$ cat config.mk
export PLATFORM = sky130hd
export DESIGN_NAME = mtle_ctrl
export DESIGN_NICKNAME = d
export VERILOG_FILES = /design/src/hw/rtl/multicast_tree_load_evaluator_assert.svh /design/src/hw/rtl/mtle_pkg.sv /design/src/hw/rtl/mtle_ctrl.sv
export SDC_FILE = /design/constraint.sdc
export NUM_CORES = 1
export LEC_CHECK = 0
export ABC_CLOCK_PERIOD_IN_PS = 2000
export BUFFER_PORTS_ARGS = -buffer_cell sky130_fd_sc_hd__clkbuf_2
export CELL_PAD_IN_SITES_DETAIL_PLACEMENT = 0
export CELL_PAD_IN_SITES_GLOBAL_PLACEMENT = 1
export CORE_MARGIN = 1.5
export CORE_UTILIZATION = 43
export CTS_BUF_LIST = sky130_fd_sc_hd__clkbuf_2
export DETAILED_ROUTE_END_ITERATION = 8
export HOLD_SLACK_MARGIN = 0.05
export PLACE_DENSITY_LB_ADDON = 0.1
export SYNTH_ARGS = -nofsm -noshare
export SYNTH_HDL_FRONTEND = slang
export SYNTH_SLANG_ARGS = --single-unit
$ cat constraint.sdc
create_clock -name clk_i -period 2 [get_ports clk_i]
set_input_delay 0.2 -clock clk_i [delete_from_list [all_inputs] [get_ports clk_i]]
set_output_delay 0.2 -clock clk_i [all_outputs]
set_load 0.005 [all_outputs]
$ cat src/hw/rtl/multicast_tree_load_evaluator_assert.svh
// assertion macros for the multicast tree load evaluator
`ifndef MULTICAST_TREE_LOAD_EVALUATOR_ASSERT_SVH
`define MULTICAST_TREE_LOAD_EVALUATOR_ASSERT_SVH

// same-cycle implication
`define MTLE_ASSERT_NOW(label, ante, cons) \
  label: assert property (@(posedge clk_i) disable iff (!rst_ni) (ante) |-> (cons)) \
    else $error("mtle assertion failed");

// next-cycle implication
`define MTLE_ASSERT_NEXT(label, ante, cons) \
  label: assert property (@(posedge clk_i) disable iff (!rst_ni) (ante) |=> (cons)) \
    else $error("mtle assertion failed");

`endif

$ cat src/hw/rtl/mtle_pkg.sv
package mtle_pkg;

  localparam int unsigned TreeW    = 6;
  localparam int unsigned EdgeW    = 12;
  localparam int unsigned CostW    = 16;
  localparam int unsigned CapW     = 16;
  localparam int unsigned HopsW    = 8;
  localparam int unsigned SumW     = 32;
  localparam int unsigned ResW     = 24;
  localparam int unsigned NegW     = 25;
  localparam int unsigned OwnerW   = 7;
  localparam int unsigned MaxEdges = 4096;
  localparam int unsigned WordW    = OwnerW + ResW;

  localparam int unsigned InFieldsW  = TreeW + EdgeW + CostW + 2 * CapW + HopsW;
  localparam int unsigned InDataW    = ((InFieldsW + 7) / 8) * 8;
  localparam int unsigned OutFieldsW = TreeW + SumW + NegW + SumW + HopsW;
  localparam int unsigned OutDataW   = ((OutFieldsW + 7) / 8) * 8;

  localparam logic [OwnerW-1:0] OwnerFree = '1;
  localparam logic [ResW-1:0]   ResMax    = {1'b0, {(ResW-1){1'b1}}};
  localparam logic [ResW-1:0]   ResMin    = {1'b1, {(ResW-1){1'b0}}};
  localparam logic [SumW-1:0]   SumMax    = '1;

  // packed lowest field last
  typedef struct packed {
    logic [HopsW-1:0] path_hops;
    logic [CapW-1:0]  tree_demand;
    logic [CapW-1:0]  edge_capacity;
    logic [CostW-1:0] edge_cost;
    logic [EdgeW-1:0] edge_index;
    logic [TreeW-1:0] tree_index;
  } in_item_t;

  typedef struct packed {
    logic [HopsW-1:0]       longest_path;
    logic [SumW-1:0]        total_cost_sum;
    logic signed [NegW-1:0] neg_min_residual;
    logic [SumW-1:0]        tree_cost_sum;
    logic [TreeW-1:0]       finished_tree;
  } out_item_t;

  typedef struct packed {
    logic             load;
    logic             commit;
    logic             clear;
    logic [EdgeW-1:0] clr_addr;
  } ctrl_cmd_t;

  typedef struct packed {
    logic res_pend;
    logic ind_end;
    logic out_stall;
  } dp_status_t;

endpackage

$ cat src/hw/rtl/mtle_ctrl.sv
module mtle_ctrl (
  input  logic                  clk_i,
  input  logic                  rst_ni,
  input  logic                  s_axis_tvalid,
  output logic                  s_axis_tready,
  input  mtle_pkg::dp_status_t  status_i,
  output mtle_pkg::ctrl_cmd_t   cmd_o
);
  import mtle_pkg::*;

  typedef enum logic [1:0] {
    StClear,
    StIdle,
    StExec
  } state_e;

  state_e           state_q, state_d;
  logic             ready_q;
  logic [EdgeW-1:0] clr_q, clr_d;
  logic             commit;

  assign commit = (state_q == StExec) && !(status_i.res_pend && status_i.out_stall);

  always_comb begin
    state_d = state_q;
    clr_d   = clr_q;
    case (state_q)
      StClear: begin
        clr_d = clr_q + 1'b1;
        if (clr_q == EdgeW'(MaxEdges - 1)) begin
          state_d = StIdle;
        end
      end
      StIdle: begin
        if (s_axis_tvalid) begin
          state_d = StExec;
        end
      end
      StExec: begin
        if (commit) begin
          state_d = status_i.ind_end ? StClear : StIdle;
        end
      end
      default: state_d = StClear;
    endcase
  end

  always_ff @(posedge clk_i or negedge rst_ni) begin
    if (!rst_ni) begin
      state_q <= StClear;
      clr_q   <= '0;
      ready_q <= 1'b0;
    end else begin
      state_q <= state_d;
      clr_q   <= clr_d;
      ready_q <= (state_d == StIdle);
    end
  end

  assign s_axis_tready  = ready_q;
  assign cmd_o.load     = s_axis_tvalid && ready_q;
  assign cmd_o.commit   = commit;
  assign cmd_o.clear    = (state_q == StClear);
  assign cmd_o.clr_addr = clr_q;

endmodule

---- Word-level counts from Yosys, hierarchy flattened ----
Cells that the tools add are included.
word-level totals
  register bits ........................... 15
  output and inout port bits .............. 16
cells by class
  add/subtract/negate cells ............... 1
  equal/unequal tests ..................... 4
  muxes and demuxes ....................... 5
  reductions and logical operators ........ 5
operators by type and width
  operator                                                          number
  12-bit by 1-bit adder with 12-bit output (second input constant)  1
  12-bit == test (second input constant)                            1
  2-bit 2-to-1 mux                                                  3
  2-bit case mux with 3 select lines                                1
  2-bit by 1-bit == test with 1-bit output (second input constant)  2
  1-bit logical AND                                                 3
  2-bit == test (second input constant)                             1
  2-bit zero test                                                   1
  1-bit zero test                                                   1
  1-bit 2-to-1 mux                                                  1

---- Longest topological paths before layout ----
  depth after elaboration ................. 6
  mapped depth ............................ 5
  mapped depth without buffers ............ 4

---- Worst setup path before layout ----
Ideal clock, no wire load.
  path type ............................... flip-flop to flip-flop
  start ................................... reg state_q[0]
  end ..................................... reg clr_q[10]
  library setup time ...................... 0.124 ns
  data arrival time ....................... 1.190 ns
  required time ........................... 1.876 ns
  path slack .............................. 0.687 ns
  stages on the path, launching flop included .. 6
  buffers on the path ..................... 1
  clock period less this slack ............ 1.313 ns
  cell sequence ........................... dfrtp_1 > nor2_4 > and4_1 > buf_4 > nand4_4 > xnor2_2
RTL lines
  what                    line             RTL
  start, declared         mtle_ctrl.sv:17  state_e state_q, state_d;
  start signal, assigned  mtle_ctrl.sv:50  state_q <= StClear;
  start signal, assigned  mtle_ctrl.sv:54  state_q <= state_d;
  end signal, assigned    mtle_ctrl.sv:55  clr_q <= clr_d;
  end, declared           mtle_ctrl.sv:19  logic [EdgeW-1:0] clr_q, clr_d;

---- Worst setup path in the final report ----
  start ................................... reg state_q[0]
  end ..................................... reg clr_q[10]
between the ends
  cells in the longest elaborated chain, start to end .. 1
RTL lines
  what             line             RTL
  2-bit zero test  mtle_ctrl.sv:27  case (state_q)
Every way passes these cells.
A chain may end at the register's enable or synchronous reset.

==> impl_metrics.toml <==
[run_status]
status = "complete, no violations"

[cts]
clockRootBuffer = "clkbuf_2"
worstSkewPairLatency_ps = 280
clock-sinks = 15
cts_setup_buffers = 0
numCtsBuffers = 3
htreeDepth = 1
clk_pin_slew_worst_paths_ps = 150
clockBufferDepth = 2
cts_tree = "done"

[sta]
hold_slack_ps = 165.6
period_share = 0.7301
rsz0062_at_grt = "false"
hold_violations = 0
slew_headroom = 0.7538
setup_tns_ps = 0
finalMaxSlewViolations = 0
tightestPinTransition_ps = 369.3
fmax_ghz = 0.6849
final.min_clock_period_ps = 1460
skew_ps = 10.35
setup_violations = 0

[pwr]
combPwrFrac = 0.030
p_switching_mw = 0.1041
power-per-cell-area_nw_per_um2 = 536.7
power_leakage_nw = 0.4311
swShare = 0.2274
seq_power_share = 0.662
power.internal_mw = 0.3538
vdd_ir_drop_max_mv = 0.2929
power_frac_clock = 0.308

[detailed_routing]
wl_um = 1200
ant_nets = 0
via_count = 506
dr.pass1.iters = 6
drc = 0
via_per_inst = 5.216
drtIter0Drc = 6
wire_per_inst_um = 12.37

[worst_setup_path]
end_kind = "flip-flop"
crit_path_start_kind = "flip-flop"
cp_slowest_stage_delay_ps = 480
rr_endpoint = "clr_q[10]$_DFFE_PN0P_"
path_delay_family = "simple AND/OR/NAND/NOR gates"
path_cells = "nor2_4 > and4_1 > nand4_4 > xnor2_2"
reg2reg_slack_ps = 540
path_class = "flip-flop to flip-flop"
worstPathMaxFanout = 7
required_ps = 2190
cp.depth = 4
crit-reg2reg-launch = "state_q[0]$_DFF_PN0_"
path_buf_inv = 0
crit_slowest_cell = "dfrtp_1"
r2r_cells = 4
cp.arrival_ps = 1650

[job]
cap_violations = 0

[floorplan]
rows = 14
coreArea_um2 = 1524
start_util = 0.4680
ios = 22
dieWidth_um = 43.73
die_y_um = 43.73
die_area_um2 = 1912

[global_route]
gr-max-usage-layer = "met2"
antenna_found_initial = 0
grt_util_met2 = 0.2088
overflow = 0
grt_usage = 0.1461
grtUsageMet3 = 0.03750
grt_max_degree = 16
grt_pass1_wl_um = 1966
use_met1 = 0.1973
grt_pass1_vias = 441

[yosys]
synth.mux.area_fraction = 0.01579
yosys_warnings = 0
seq_area_frac_synth = 0.5263
synth_top_family_by_area = "simple AND/OR/NAND/NOR gates"
synthCells = 57
synth_area_um2 = 713.2
yosysUniqueCellTypes = 23
synth_top_area_frac = 0.5263
synth_compound_area_frac = 0.04386
syn_avg_cell_area_um2 = 12.51
ys_ff_latch = 15
yosys.area.top_type = "dfrtp_1"
synthAdderAreaFrac = 0.01754
synthTopCellsByArea = "dfrtp_1 53%, xnor2_1 8.6%, nand2_1 4.2%"
synth_xor_area_frac = 0.1561
yosys.area_share.simple = 0.2193
syn-num-nets = 64

[placed_design]
placed_cell_area_um2 = 823.3
port-buffer-count = 21
dp_hpwl_um = 872.1
routabilityCongestion = 0.7645

[min_path]
hold_class = "input port to flip-flop"
hold_start = "status_i[0]"
whs_endpoint = "state_q[1]$_DFF_PN0_"
hold_depth = 3

[final_layout]
layout.nets = 89
n_antenna_cell = 0
drive_above_1_share = 0.4444
area.growth.synth_to_final_pct = 19.65
post-route-util = 0.5599
final_area_um2 = 853.3
multiInputGateArea_um2 = 322.8
seq_area_um2 = 375.4
fillers = 137
power groups by stage:
stage	clock, mW	sequential [mW]	combinational [mW]
floorplan	0	0.309	0.000959
global placement	0	0.309	0.0125
detailed placement	0	0.309	0.0127
CTS	0.150	0.303	0.0144
global route	0.162	0.304	0.0169
finish	0.141	0.303	0.0136
worst max-delay path by stage:
stage	start	endpoint	slack [ps]
after detailed placement	state_q[0]$_DFF_PN0_	clr_q[10]$_DFFE_PN0P_	540
after floorplan	state_q[0]$_DFF_PN0_	clr_q[10]$_DFFE_PN0P_	690
after global routing	state_q[0]$_DFF_PN0_	clr_q[10]$_DFFE_PN0P_	450
final	state_q[0]$_DFF_PN0_	clr_q[10]$_DFFE_PN0P_	540
after global placement	state_q[0]$_DFF_PN0_	clr_q[10]$_DFFE_PN0P_	590
after CTS	state_q[0]$_DFF_PN0_	clr_q[10]$_DFFE_PN0P_	530
cells by family after synthesis:
| family | count (synthesis) |
|---|---|
| flip-flops | 15 |
| AND/OR/NAND/NOR | 23 |
| multiplexers | 1 |
| adder cells (fa/ha/maj) | 1 |
| AO/OA/AOI/OAI | 4 |
| XOR/XNOR | 11 |
| buffers and inverters | 2 |
registers in the layout (all words and copies together), names as in the netlist:
register	cells
clr_q	12
state_q	2
s_axis_tready	1
tightest hold or removal path: stages:
cell      delay [ps]
clkbuf_2          90
nand3_1           60
o22ai_1           70
area by class of cell:
class	count	area share
Tap cell	16	0.02346
Clock inverter	1	0.005865
Multi-Input combinational cell	40	0.3783
Timing Repair Buffer	22	0.1349
Sequential cell	15	0.4399
Clock buffer	3	0.01760
layout by cell type (no fill, tap or decap):
master	instances
and3_2	1
clkinv_2	1
and3_1	1
and4_1	2
nand3_2	1
xor2_1	2
nor2_1	2
xnor2_1	7
clkbuf_2	24
and4_4	2
ha_1	1
xor2_2	1
o31ai_1	1
nand4_4	1
nand2_1	8
nor2_4	1
nand3_1	2
nand4_1	1
dlygate4sd3_1	1
a31o_2	2
o22ai_1	1
mux2_2	1
and2_1	1
dfrtp_1	15
xnor2_2	1
routing by layer:
layer  vias to the layer above  share of wire
li1                        246              -
met1                       240           0.50
met2                        18           0.43
met3                         2          0.061
met4                         0         0.0083
met5                         -              0
stage by stage:
step                instances  power, mW  worst slack [ps]
floorplan                  57     0.3101             686.6
global placement           92     0.3216             588.3
detailed placement         92     0.3218             536.9
CTS                        97     0.4680             525.6
global route               97     0.4824             452.9
finish                     97     0.4580             539.9
synthesized netlist by cell type:
cell type / number
nand4_1: 1
mux2_2: 1
o31ai_1: 1
buf_4: 2
and2_1: 1
nand3_1: 2
and3_1: 1
xnor2_1: 7
nor2_4: 1
xor2_2: 1
nor2_1: 2
a31o_2: 2
nand3_2: 1
xor2_1: 2
and4_4: 2
and4_1: 2
xnor2_2: 1
nand2_1: 8
ha_1: 1
and3_2: 1
dfrtp_1: 15
nand4_4: 1
o22ai_1: 1
timing repair:
action | in CTS | in global routing
hold buffers | 1 | 0
resized for setup | 0 | 0
hold endpoints to repair | 15 | 0
Power figures use the tool's default switching activity.
